`config.mk`:
```
export PLATFORM = sky130hd
export DESIGN_NAME = cbef_decide
export DESIGN_NICKNAME = d
export VERILOG_FILES = /design/src/design/cbef_pkg.sv /design/src/design/cbef_decide.sv
export SDC_FILE = /design/constraint.sdc
export NUM_CORES = 1
export LEC_CHECK = 0
export CAP_MARGIN = 25
export CORE_AREA = 3 3 40 42
export DETAILED_ROUTE_END_ITERATION = 8
export DIE_AREA = 0 0 43 45
export DONT_BUFFER_PORTS = 1
export GPL_TIMING_DRIVEN = 0
export PLACE_DENSITY = 0.51
export REMOVE_ABC_BUFFERS = 1
export SLEW_MARGIN = 20
export SYNTH_ARGS = -nofsm -noshare
export SYNTH_HDL_FRONTEND = slang
export SYNTH_SLANG_ARGS = --single-unit
export TNS_END_PERCENT = 50
```
`constraint.sdc`:
```
create_clock -name vclk -period 3.8
set_clock_uncertainty 0.2 [all_clocks]
set_input_delay 0.95 -clock vclk [all_inputs]
set_output_delay 0.95 -clock vclk [all_outputs]
set_load 0.01 [all_outputs]
```
`src/design/cbef_pkg.sv`:
```
package cbef_pkg;

  localparam int FRAME_ID_W  = 29;
  localparam int ID_BITS     = 29;
  localparam int LEARN_DEPTH = 64;
  localparam int TYPE_DEPTH  = 64;
  localparam int FUNC_W      = 2;

  typedef logic [ID_BITS-1:0]    id_t;
  typedef logic [FRAME_ID_W-1:0] frame_id_t;

  typedef enum logic [FUNC_W-1:0] {
    FUNC_HW     = 2'd0,
    FUNC_VIRT   = 2'd1,
    FUNC_DEFINE = 2'd2
  } func_t;

  typedef struct packed {
    logic hit;
    logic full;
  } learn_status_t;

  typedef struct packed {
    logic hit;
    logic full;
    logic fd;
  } type_status_t;

  typedef struct packed {
    logic      forward;
    logic      to_hardware;
    logic      send_fd;
    frame_id_t out_id;
    logic      id_defined;
    logic      table_overflow;
  } result_t;

  typedef struct packed {
    logic learn_heard;
    logic learn_sent;
    logic define_en;
  } update_t;

endpackage

```
`src/design/cbef_decide.sv`:
```
module cbef_decide (
  input  logic                   fire,
  input  logic                   powered,
  input  cbef_pkg::func_t        func,
  input  cbef_pkg::id_t          id,
  input  cbef_pkg::learn_status_t heard,
  input  cbef_pkg::learn_status_t sent,
  input  cbef_pkg::type_status_t  ftype,
  output cbef_pkg::result_t      result,
  output cbef_pkg::update_t      update
);
  import cbef_pkg::*;

  logic fwd;

  always_comb begin
    result = '0;
    update = '0;
    fwd    = 1'b0;
    unique case (func)
      FUNC_HW: begin
        fwd                   = powered && !sent.hit;
        result.forward        = fwd;
        result.out_id         = fwd ? frame_id_t'(id) : '0;
        result.table_overflow = fwd && heard.full && !heard.hit;
        update.learn_heard    = fire && fwd;
      end
      FUNC_VIRT: begin
        fwd                   = powered && !heard.hit;
        result.forward        = fwd;
        result.to_hardware    = fwd;
        result.send_fd        = fwd && (ftype.hit ? ftype.fd : 1'b1);
        result.out_id         = fwd ? frame_id_t'(id) : '0;
        result.id_defined     = fwd && ftype.hit;
        result.table_overflow = fwd && sent.full && !sent.hit;
        update.learn_sent     = fire && fwd;
      end
      FUNC_DEFINE: begin
        result.id_defined     = ftype.hit;
        result.table_overflow = !ftype.hit && ftype.full;
        update.define_en      = fire;
      end
      default: begin
        result = '0;
      end
    endcase
  end

endmodule

```
==> flow_metrics.py <==
metrics = {
    "status": {
        "outcome": "finished clean",
    },
    "power": {
        "ir_drop_v": 0.00002778,
        "p_leak_nw": 0.2351,
        "power_density_nw_per_um2": 76.68,
    },
    "route": {
        "num_vias": 348,
        "vias_per_cell": 5.273,
        "firstDrtPassIters": 4,
        "antenna_left": 0,
        "routed_wl_mm": 1.092,
        "drc_errors": 0,
        "initialDrtViolationCount": 5,
        "post_drt_wl_per_cell_um": 16.55,
    },
    "die": {
        "initial_core_util_pct": 36.51,
        "die_w_um": 43,
        "rows": 13,
        "core-area_um2": 1285,
        "die_h_um": 45,
        "io_pins": 77,
        "die_area_um2": 1935,
    },
    "timing": {
        "finalSetupTns_ns": 0,
        "fmax_mhz": 330.8,
        "setup_viol": 0,
        "hold-worst-slack_ns": 1.825,
        "post-route-min-period_ns": 3.023,
        "hold_violations": 0,
        "rsz0062_at_grt": "false",
        "setup_slack_ns": 0.7774,
        "worstMarginPinSlew_ns": 0.3608,
        "slew_violations": 0,
        "period_share_pct": 79.54,
        "maxSlewHeadroom_pct": 75.73,
    },
    "synthesis": {
        "synth_top_cell_by_area": "and2_4",
        "synth_common_cells": "29 x and2_4, 4 x ha_1, 3 x buf_6, 3 x inv_1",
        "yosysMostFrequentCell": "and2_4",
        "synth_warnings": 0,
        "syn_avg_cell_area_um2": 8.531,
        "syn-instance-count": 55,
        "synth_area_um2": 469.2,
        "synth_top_area_share_pct": 54.13,
        "netlist-cell-type-count": 18,
        "yosysSeqAreaShare_pct": 0,
        "yosys-top-cells-area": "and2_4 54%, ha_1 11%, buf_6 7.2%",
    },
    "layout": {
        "fin_util_pct": 34.96,
        "final_cells": 66,
        "nNetsFinal": 97,
        "drive_above_1_share_pct": 62.75,
        "antenna_cells": 0,
        "nClkBuffers": 0,
        "synthToLayoutAreaGrowth_pct": -4.267,
        "seq_cells": 0,
        "seq_area_um2": 0,
        "num-fill-cells": 142,
    },
    "clocking": {
        "cts_resized": 0,
        "holdBufCountCts": 0,
        "cts_setup_buffers": 0,
    },
    "placement": {
        "hpwl_um": 992.2,
        "place_congestion": 0.6336,
        "place_inst": 66,
        "pre_cts_ws_ns": 0.7621,
        "port_buffers": 0,
    },
    "critical_path": {
        "crit_start": "func[0]",
        "critical_path.max_fanout": 30,
        "worstSetupStartpointType": "input pin",
        "path_class": "input pin to output pin",
        "crit_end": "result[20]",
        "arrival_ns": 1.87,
        "end_kind": "output pin",
        "cp.required_ns": 2.65,
    },
    "global_route": {
        "antenna_found_initial": 0,
        "grt_pass1_vias": 285,
        "track_usage_pct": 8.458,
        "grt_max_degree": 31,
        "overflow": 0,
        "grt_pass1_wl_mm": 1.317,
    },
    "job": {
        "max_cap_viol_count": 0,
    },
    "worst_hold_path": {
        "hold_class": "input pin to output pin",
    },
}
stage by stage:
step / area (µm²) / total power, mW
CTS: 449.2 / 0.03504
floorplan: 430.4 / 0.03112
finish: 449.2 / 0.03444
global placement: 449.2 / 0.03471
detailed placement: 449.2 / 0.03487
global route: 449.2 / 0.03707
power by group:
part / switching, mW / total [mW] / internal (mW)
clock: 0 / 0 / 0
sequential: 0 / 0 / 0
combinational: 0.0173 / 0.0344 / 0.0172
area by class of cell:
type | count | area (µm²) | area share (%)
Tap cell | 15 | 18.77 | 4.178
Inverter | 3 | 11.26 | 2.507
Multi-Input combinational cell | 48 | 419.2 | 93.31
layout by cell type (no fill, tap or decap):
cell type | netlist | routed
and2_4 | 29 | 29
ha_1 | 4 | 4
inv_1 | 3 | 3
nor2_1 | 2 | 2
and2_1 | 2 | 2
nor2b_4 | 1 | 1
nor2b_1 | 1 | 1
o21a_4 | 1 | 1
and3b_1 | 1 | 1
nor4bb_1 | 1 | 1
a31oi_1 | 1 | 1
nand4_1 | 1 | 1
nand2_1 | 1 | 1
o211a_1 | 1 | 1
a21boi_0 | 1 | 1
and3_2 | 1 | 1
logic make-up after synthesis:
kind of cell,Yosys count,synth area share (%)
AO/OA/AOI/OAI,4,8.267
buffers and inverters,7,10.66
adder cells (fa/ha/maj),4,10.67
AND/OR/NAND/NOR,40,70.40
worst max-delay path: stages:
cell     delay, ns
inv_1         0.06
ha_1          0.15
nor2b_4       0.15
o21a_4        0.33
and2_4        0.22
routing by layer:
metal | up-vias | GRT usage [%] | routed length (µm)
met2 | 29 | 14.07 | 562
met5 | - | 0 | 0
li1 | 164 | - | -
met3 | 0 | 1.992 | 150
met1 | 155 | 11.90 | 379
met4 | 0 | 0 | 0
worst min path at each step:
stage / start / end / depth (start not counted)
after floorplan: ftype[2] / result[31] / 1
after global placement: ftype[2] / result[1] / 1
after detailed placement: id[16] / result[18] / 1
after CTS: id[16] / result[18] / 1
after global routing: id[13] / result[15] / 1
final: ftype[2] / result[1] / 1
(Power assumes the default switching activity.)
