File: src/design/cbef_pkg.sv
package cbef_pkg;

  localparam int FRAME_ID_W  = 29;
  localparam int ID_BITS     = 29;
  localparam int LEARN_DEPTH = 64;
  localparam int TYPE_DEPTH  = 64;
  localparam int FUNC_W      = 2;

  typedef logic [ID_BITS-1:0]    id_t;
  typedef logic [FRAME_ID_W-1:0] frame_id_t;

  typedef enum logic [FUNC_W-1:0] {
    FUNC_HW     = 2'd0,
    FUNC_VIRT   = 2'd1,
    FUNC_DEFINE = 2'd2
  } func_t;

  typedef struct packed {
    logic hit;
    logic full;
  } learn_status_t;

  typedef struct packed {
    logic hit;
    logic full;
    logic fd;
  } type_status_t;

  typedef struct packed {
    logic      forward;
    logic      to_hardware;
    logic      send_fd;
    frame_id_t out_id;
    logic      id_defined;
    logic      table_overflow;
  } result_t;

  typedef struct packed {
    logic learn_heard;
    logic learn_sent;
    logic define_en;
  } update_t;

endpackage

File: src/design/cbef_learn_cam.sv
module cbef_learn_cam (
  input  logic                   clk,
  input  logic                   rst_n,
  input  cbef_pkg::id_t          lookup_id,
  input  logic                   learn_en,
  output cbef_pkg::learn_status_t status
);
  import cbef_pkg::*;

  typedef logic [LEARN_DEPTH-1:0] learn_mask_t;

  id_t         ids_r [LEARN_DEPTH];
  learn_mask_t valid_r;
  learn_mask_t valid_nxt;
  learn_mask_t match;
  learn_mask_t free;
  learn_mask_t free_oh;
  logic        do_write;

  always_comb begin
    for (int i = 0; i < LEARN_DEPTH; i++) begin
      match[i] = valid_r[i] && (ids_r[i] == lookup_id);
    end
  end

  // isolate the lowest free entry
  assign free        = ~valid_r;
  assign free_oh     = free & (~free + learn_mask_t'(1));
  assign status.hit  = |match;
  assign status.full = &valid_r;
  assign do_write    = learn_en && !status.hit;
  assign valid_nxt   = do_write ? (valid_r | free_oh) : valid_r;

  always_ff @(posedge clk) begin
    if (!rst_n) begin
      valid_r <= '0;
    end else begin
      valid_r <= valid_nxt;
    end
  end

  always_ff @(posedge clk) begin
    for (int i = 0; i < LEARN_DEPTH; i++) begin
      if (do_write && free_oh[i]) begin
        ids_r[i] <= lookup_id;
      end
    end
  end

endmodule

File: config.mk
export PLATFORM = sky130hd
export DESIGN_NAME = cbef_learn_cam
export DESIGN_NICKNAME = d
export VERILOG_FILES = /design/src/design/cbef_pkg.sv /design/src/design/cbef_learn_cam.sv
export SDC_FILE = /design/constraint.sdc
export NUM_CORES = 2
export LEC_CHECK = 0
export BUFFER_PORTS_ARGS = -buffer_cell sky130_fd_sc_hd__buf_4
export CORE_ASPECT_RATIO = 1.5
export CORE_MARGIN = 2
export CORE_UTILIZATION = 49
export CTS_BUF_LIST = sky130_fd_sc_hd__clkbuf_16
export DETAILED_ROUTE_END_ITERATION = 10
export PLACE_DENSITY = 0.65
export SLEW_MARGIN = 40
export SYNTH_ARGS = -nofsm -noshare
export SYNTH_HDL_FRONTEND = slang
export SYNTH_SLANG_ARGS = --single-unit
File: constraint.sdc
create_clock -name clk -period 8.1 [get_ports clk]
set_input_delay 0.81 -clock clk [delete_from_list [all_inputs] [get_ports clk]]
set_output_delay 0.81 -clock clk [all_outputs]
set_load 0.1 [all_outputs]
==> run summary <==
Most frequent cells in the layout: 1856 x edfxtp_1, 1842 x xnor2_1, 924 x nand4_1
VDD IR max: 0.000243 V
Routed vias: 51900
Crit path required time: 7.29 ns
Clock transition at path regs: 0.07 ns
Critical Path Fanout Max: 7
CP Capture Type: primary output
Hold path start: learn_en
Post-CTS setup buffer count: 0
Setup WS post-layout: 1.84 ns
Kind of critical path: reg2out
Worst path slowest cell: or3_1
# hold bufs at CTS: 0
Initial Utilization: 49.3%
Post-Syn Instances: 5800
Placer Congestion: 0.921
Vias in the first global route: 51500
Syn Nets: 5832
Die W: 345 um
CTS tree: done
Worst clock skew: 0.0320 ns
CP top delay family: simple AND/OR/NAND/NOR gates
Vias per cell: 6.16
Final hold vios: 0
Area post-placement: 89800 sq um
Netlist cell types: 44
Stages on the worst setup path: 10
Actual slew at the worst max-slew pin: 0.942 ns
Pwr per Cell Area: 215 nW/um^2
DRT Pass-1 Iters: 5
Post-synth EDFFs: 1856
Largest net degree at the start of global routing: 75
I/O Buffers: 33
Layout cells sized above 1: 10.1%
Main flop type after synthesis: edfxtp_1
Most common cell after layout, fill and taps aside: edfxtp_1
Status: completed
Detailed-route wire length per cell: 29.2 um
CTS sink count: 1920
Post-Layout Cell Count: 8427
Post-synthesis cell area: 85200 sq um
H-tree levels: 4
First-pass GRT wire length: 356 mm
Reg2reg start: valid_r[3]
Row count: 187
Crit-path cells: nand2_1 -> or3_1 -> nor3_2 -> nand2_1 -> or4_1 -> buf_4 -> nor2_8 -> nand4_1 -> nor2_1 -> buf_4
Final ANT Viol Nets: 0
Min-Delay Path Class: in2reg
R2R cell count: 10
DP Wirelength: 154 mm
Max-cap violations: 0
Critical path arrival: 5.45 ns
Crit start category: flop
Initial antenna violation count: 9
P_leak: 26.8 nW
Fin crit share: 77.3%
Grt met3 use: 3.78%
Synth Area per Inst: 14.7 sq um
Total GRT Usage: 27.7%
GR Util met2: 46.7%
Worst hold stages: 3
Final setup TNS: 0 ns
Fin crit period: 6.26 ns
CP Launch Point: valid_r[3]
Critical Path Max Stage Delay: 0.64 ns
Synth warnings: 0
Slew HR: 36.6%
Core region area: 173000 sq um
Clock Root Buffer: clkbuf_16
Fillers: 13600
Final Util: 55.2%
Cells after DPL: 8104
Clk buf depth: 3
CTS Buf Count: 173
Number of synthesized register bits: 1920
Fmax: 0.160 GHz
Slew Viols, Final: 0
CTS resizes: 0
Die H: 515 um
Post-synthesis sequential area ratio: 66.9%
Final instance area: 95400 sq um
Asr flop ratio synth: 0%
RSZ-0062 raised after global routing: no
Met1 GRT Util: 34.8%
Most used routing layer: met2
Final net count: 6044
Congestion Overflow GR: 0
First DRT Iteration DRCs: 5416
DRT Wirelength: 246 mm
Die ar.: 177000 sq um
Area delta synth->final: 12.0%
Total buffers and inverters traversed by the critical path: 2
Setup WS pre-CTS: 2.09 ns
Drt drc: 0
Ports: 34
Worst-Skew Late Latency: 0.83 ns
Number of setup violations in the final report: 0
## state kept, by name, indices dropped and copies added (netlist names)
name     count
valid_r     64
ids_r     1856
## metal layers
metal	up-vias	part of all wire (%)	wire (um)
met2	2220	50	122000
met5	-	0.020	50
met1	26600	38	94100
li1	22500	-	-
met4	8	5.5	13500
met3	567	6.6	16200
## final cells by class
class	count	area (sq um)	share of cell area [%]
diodes	4	10.0	0.0105
clock buffers	182	4550	4.77
inverters	32	120	0.126
well taps	2268	2840	2.97
clock inverters	136	1050	1.10
multi-input cells	3601	27100	28.4
repair buffers	284	2710	2.84
flip-flops and latches	1920	57000	59.8
## synth_stat cells, types with 2 or more instances
library cell	instances	area share [%]
buf_2	120	0.70
nand4_1	924	6.8
buf_4	89	0.78
edfxtp_1	1856	65
clkbuf_1	35	0.15
buf_1	2	0.0088
nor3_2	2	0.023
nor3_1	46	0.27
or2_1	2	0.015
o2111ai_1	2	0.021
dfxtp_1	64	1.5
and3_1	4	0.029
nor4b_1	11	0.11
nand2b_1	20	0.15
nand2_1	232	1.0
nor2_1	33	0.15
nor4_1	258	1.9
and2_1	2	0.015
o31ai_1	20	0.18
nand3_1	42	0.25
xnor2_1	1842	19
or2_2	4	0.029
or3_1	8	0.059
xor2_1	6	0.062
a21oi_1	16	0.094
a2111oi_0	8	0.082
nor4_4	2	0.050
a32oi_1	2	0.021
o21ai_0	15	0.088
nor4_2	2	0.029
o41ai_1	27	0.28
inv_1	32	0.14
nand4b_1	2	0.021
a22oi_1	54	0.48
or4_1	7	0.062
## stage by stage
stage	hold slack, ns	total power, mW
2_1_floorplan	0.465	11.9
3_3_place_gp	0.438	12.5
3_5_place_dp	0.455	12.5
4_1_cts	0.330	20.6
5_1_grt	0.375	21.1
6_report	0.375	20.6
## worst min-delay path, stage by stage
cell     delay [ns]
buf_4          0.19
nand4_1        0.10
a21oi_1        0.06
## report_power, final
part	internal (mW)	switching (mW)	leakage, nW
sequential	10.9	0.00884	17.2
clock	4.57	3.69	2.87
combinational	0.437	0.970	6.72
total	15.9	4.66	26.8
## logic make-up after synthesis
logic type / synth area share [%]
xor gates and xnor gates: 19.0
buffers and inverters: 1.81
DFF: 66.9
AOI/OAI and AO/OA: 1.25
and+or+nand+nor: 11.1
## worst paths after layout
path	endpoint	slack, ns
max	status[0]	1.84
min	valid_r[51]	0.37
max reg2reg	ids_r[1][500]	2.67
min reg2reg	valid_r[21]	0.47
No activity file was read; power rests on OpenSTA's default activity.
