===== config.mk =====
export PLATFORM = sky130hd
export DESIGN_NAME = cbef_type_cam
export DESIGN_NICKNAME = d
export VERILOG_FILES = /design/src/design/cbef_pkg.sv /design/src/design/cbef_type_cam.sv
export SDC_FILE = /design/constraint.sdc
export NUM_CORES = 2
export LEC_CHECK = 0
export BUFFER_PORTS_ARGS = -buffer_cell sky130_fd_sc_hd__buf_2
export CORE_AREA = 2 2 390 392
export DETAILED_ROUTE_END_ITERATION = 10
export DIE_AREA = 0 0 392 394
export GPL_TIMING_DRIVEN = 0
export PLACE_DENSITY = 0.75
export SLEW_MARGIN = 20
export SYNTH_ARGS = -nofsm -noshare
export SYNTH_HDL_FRONTEND = slang
export SYNTH_SLANG_ARGS = --single-unit

===== constraint.sdc =====
create_clock -name clk -period 6.8 [get_ports clk]
set_clock_uncertainty 0.05 [all_clocks]
set_input_delay 1.36 -clock clk [delete_from_list [all_inputs] [get_ports clk]]
set_output_delay 1.36 -clock clk [all_outputs]
set_load 0.005 [all_outputs]

===== src/design/cbef_pkg.sv =====
package cbef_pkg;

  localparam int FRAME_ID_W  = 29;
  localparam int ID_BITS     = 29;
  localparam int LEARN_DEPTH = 64;
  localparam int TYPE_DEPTH  = 64;
  localparam int FUNC_W      = 2;

  typedef logic [ID_BITS-1:0]    id_t;
  typedef logic [FRAME_ID_W-1:0] frame_id_t;

  typedef enum logic [FUNC_W-1:0] {
    FUNC_HW     = 2'd0,
    FUNC_VIRT   = 2'd1,
    FUNC_DEFINE = 2'd2
  } func_t;

  typedef struct packed {
    logic hit;
    logic full;
  } learn_status_t;

  typedef struct packed {
    logic hit;
    logic full;
    logic fd;
  } type_status_t;

  typedef struct packed {
    logic      forward;
    logic      to_hardware;
    logic      send_fd;
    frame_id_t out_id;
    logic      id_defined;
    logic      table_overflow;
  } result_t;

  typedef struct packed {
    logic learn_heard;
    logic learn_sent;
    logic define_en;
  } update_t;

endpackage


===== src/design/cbef_type_cam.sv =====
module cbef_type_cam (
  input  logic                  clk,
  input  logic                  rst_n,
  input  cbef_pkg::id_t         lookup_id,
  input  logic                  define_en,
  input  logic                  define_fd,
  output cbef_pkg::type_status_t status
);
  import cbef_pkg::*;

  typedef logic [TYPE_DEPTH-1:0] type_mask_t;

  id_t        ids_r [TYPE_DEPTH];
  type_mask_t fd_r;
  type_mask_t valid_r;
  type_mask_t valid_nxt;
  type_mask_t match;
  type_mask_t free;
  type_mask_t free_oh;
  logic       do_insert;

  always_comb begin
    for (int i = 0; i < TYPE_DEPTH; i++) begin
      match[i] = valid_r[i] && (ids_r[i] == lookup_id);
    end
  end

  assign free        = ~valid_r;
  assign free_oh     = free & (~free + type_mask_t'(1));
  assign status.hit  = |match;
  assign status.full = &valid_r;
  // entries hold unique IDs, so at most one match bit is set
  assign status.fd   = |(match & fd_r);
  assign do_insert   = define_en && !status.hit;
  assign valid_nxt   = do_insert ? (valid_r | free_oh) : valid_r;

  always_ff @(posedge clk) begin
    if (!rst_n) begin
      valid_r <= '0;
    end else begin
      valid_r <= valid_nxt;
    end
  end

  always_ff @(posedge clk) begin
    for (int i = 0; i < TYPE_DEPTH; i++) begin
      if (define_en && status.hit && match[i]) begin
        fd_r[i] <= define_fd;
      end else if (do_insert && free_oh[i]) begin
        fd_r[i]  <= define_fd;
        ids_r[i] <= lookup_id;
      end
    end
  end

endmodule


==> results by group <==
Timing
  • Hold Fails Final Rpt: 0
  • Final worst slack: -23.4 ps
  • Min cycle time layout: 6820 ps
  • RSZ-0062 raised after global routing: no
  • Final Hold Slack: 491 ps
  • Count of final setup violators: 2
  • Worst rel slew slack: 0.251
  • Fmax: 0.147 GHz
  • Fin. max-slew vios: 0
  • Fin crit share: 1.00
  • Worst slew pin tran: 1120 ps

Layout
  • Commonest non-fill, non-tap cell in the layout: edfxtp_1
  • Layout cells sized above 1: 0.132
  • Area Growth Syn to Fin: 15.5%
  • Most frequent cells in the layout: edfxtp_1 (1,920), xor2_1 (1,119), xnor2_1 (736)
  • Fill cell count: 10,500
  • Final core occ: 0.651
  • NumNets Final: 5,825

Clock network
  • # H-tree levels: 4
  • TritonCTS clock tree: yes
  • Total CTS buffers: 196
  • Clk sinks: 1,984
  • Worst-Skew Late Latency: 880 ps
  • Clock-pin transition on the worst setup and hold timing paths: 60 ps
  • CTS root buffer: clkbuf_16
  • Post-CTS Hold Fix Bufs: 0
  • Max clock buf depth: 3

Place
  • RD Place Congestion: 1.05
  • Post-DP HPWL: 196,000 um
  • Port Buffers: 34

Power and ir drop
  • P per Cell Area: 263 nW/um^2
  • Leak: 31.9 nW
  • Peak supply drop: 240 uV

Worst setup path
  • CP max stage delay: 640 ps
  • Worst Path Arrival: 5410 ps
  • CP top delay family: simple AND/OR/NAND/NOR gates
  • Critical path's slowest cell: buf_2
  • Most frequent cell on the critical path: nand4_1
  • CP endpoint kind: output port
  • Worst path buffer plus inverter count: 6
  • R2R Setup Slk: 1500 ps
  • Startpoint types: primary input
  • WP data required: 5390 ps
  • CP max FO: 34
  • Crit path kind: in2out
  • R2R cell count: 13
  • Critical R2R Launch: valid_r[0]$_SDFFE_PN0P_
  • Crit Reg-Reg Endpoint: ids_r[0][803]$_DFFE_PP_
  • Cell chain of the critical path: buf_12, buf_8, buf_2, xor2_1, nor4_1, nand4_1, or4_1, nand4_1, nor4_4, nand4_1, buf_4, buf_4, or3_4, buf_2

Global routing
  • Total track usage: 0.412
  • Antenna violations before repair: 27
  • First-pass GRT wire length: 425,000 um
  • Vias in the first global route: 50,200
  • Largest net degree at the start of global routing: 47
  • Remaining Overflow, GRT: 0

Min path
  • HP Class: reg2reg
  • Hold Crit Start: valid_r[6]$_SDFFE_PN0P_
  • Hold path depth: 1
  • Hold Path End: valid_r[6]$_SDFFE_PN0P_

Routing
  • Total Wirelength: 319,000 um
  • DRT iter0 DRCs: 9,676
  • ANT nets after route: 0
  • Drc violations: 0
  • Drt via density: 6.69
  • Via count: 53,500
  • DR WL/cell: 39.9 um
  • Drt pass-1 iters: 8

Logic synthesis
  • Avg Inst Size Synth: 15.7 um^2
  • Asr flop ratio synth: 0
  • Syn Inst Count: 5,421
  • Synthesized cell area: 84,900 um^2
  • Register area share after synthesis: 0.694
  • YS warnings: 0
  • Number of flops mapped to enable cells by yosys: 1,920
  • Syn Nets: 5,454
  • Most used DFF post-synth: edfxtp_1
  • Synth Register Bits: 1,984
  • Unique masters post-synth: 53

Job
  • Max_cap viols: 0

Die
  • DIE AREA: 154,000 um^2
  • Core Box Area: 151,000 um^2
  • FP Rows: 143
  • Die width: 392 um
  • # IOs: 36
  • Initial Util: 0.564
  • Die extent in y: 394 um

Run status
  • Failing checks: negative setup slack
  • Status: finished with violations
Yosys cell counts, types with 6 or more instances:
master / count / share of area
nor2_1: 65 / 0.0029
dfxtp_1: 64 / 0.015
nand2_1: 62 / 0.0027
o22ai_1: 15 / 0.0011
nor4_1: 363 / 0.027
or3_1: 56 / 0.0041
inv_1: 59 / 0.0026
a21oi_1: 51 / 0.0030
nand3_1: 84 / 0.0049
xnor2_1: 736 / 0.076
nand4_1: 251 / 0.018
buf_2: 47 / 0.0028
xor2_1: 1119 / 0.12
clkbuf_1: 51 / 0.0023
a221oi_1: 7 / 0.00072
or4_1: 100 / 0.0088
o21a_1: 68 / 0.0060
edfxtp_1: 1920 / 0.68
nor3_1: 38 / 0.0022
and3_1: 11 / 0.00081
buf_6: 33 / 0.0044
nand3b_1: 11 / 0.00097
and4_1: 6 / 0.00062
buf_4: 144 / 0.013
worst max-delay path by stage:
stage / slack, ps / endpoint / cells after the start / start
2_1_floorplan: -160 / ids_r[1][493]$_DFFE_PP_ / 15 / lookup_id[21]
3_3_place_gp: -5870 / ids_r[1][506]$_DFFE_PP_ / 14 / lookup_id[17]
3_5_place_dp: -2100 / status[2] / 17 / lookup_id[4]
4_1_cts: -100 / status[2] / 16 / lookup_id[17]
5_1_grt: 8 / status[1] / 9 / valid_r[0]$_SDFFE_PN0P_
6_report: -20 / status[2] / 14 / lookup_id[21]
worst reg2reg max path: stages, from the launching register on:
cell,delay [ps]
dfxtp_1,700
and3_1,270
buf_4,170
nand3_2,240
nor4_4,760
and2_1,230
buf_4,180
and3_1,340
nand2_1,90
or4_1,630
nor3_2,640
buf_4,320
buf_4,230
buf_4,190
final cells by class:
| class | instances | area (um^2) | share of cell area |
|---|---|---|---|
| antenna | 9 | 22.5 | 0.000229 |
| multi-input combinational | 3100 | 24600 | 0.251 |
| sequential | 1984 | 58900 | 0.601 |
| clock inverter | 104 | 816 | 0.00831 |
| inverter | 59 | 221 | 0.00226 |
| buffer | 252 | 2440 | 0.0249 |
| clock buffer | 254 | 5230 | 0.0533 |
| tap | 2030 | 2540 | 0.0259 |
| timing repair buffer | 199 | 3300 | 0.0336 |
timing repair:
action	4_1_cts	5_1_grt
cloned	11	5
gates resized for setup	239	57
setup buffers	10	2
pin swaps	12	10
endpoints found under the setup margin	708	3
metal layers:
| metal | wire, um | GRT usage | part of all wire | vias to the layer above |
|---|---|---|---|---|
| li1 | - | - | - | 20900 |
| met4 | 22800 | 0.236 | 0.071 | 10 |
| met3 | 49000 | 0.128 | 0.15 | 1023 |
| met2 | 138000 | 0.603 | 0.43 | 4751 |
| met5 | 126 | 0 | 0.00039 | - |
| met1 | 109000 | 0.547 | 0.34 | 26800 |
state kept, by name, summed over array words and instances (netlist names):
signal / cells
fd_r: 64
valid_r: 64
ids_r: 1856
through the flow:
stage / instance area [um^2] / power, mW / TNS, ps / setup slack, ps / instances
2_1_floorplan: 84900 / 14.4 / -13680 / -157 / 5421
3_3_place_gp: 87700 / 15.3 / -7427700 / -5870 / 7485
3_5_place_dp: 90500 / 15.4 / -1653350 / -2100 / 7622
4_1_cts: 97800 / 25.6 / -103 / -103 / 7983
5_1_grt: 98100 / 26.2 / 0 / 8.09 / 7982
6_report: 98100 / 25.8 / -28.9 / -23.4 / 7991
power by group:
group	internal (mW)	switching, mW	leakage [nW]	total [mW]
clock	5.69	4.75	2.94	10.4
combinational	0.544	1.38	11.2	1.93
sequential	13.4	0.0103	17.8	13.4
total	19.7	6.14	31.9	25.8
logic make-up after synthesis:
logic type | synth area share
xor gates and xnor gates | 0.191
AOI/OAI and AO/OA | 0.0130
and+or+nand+nor | 0.0770
buffers and inverters | 0.0249
DFF | 0.694
(Power assumes the default switching activity.)
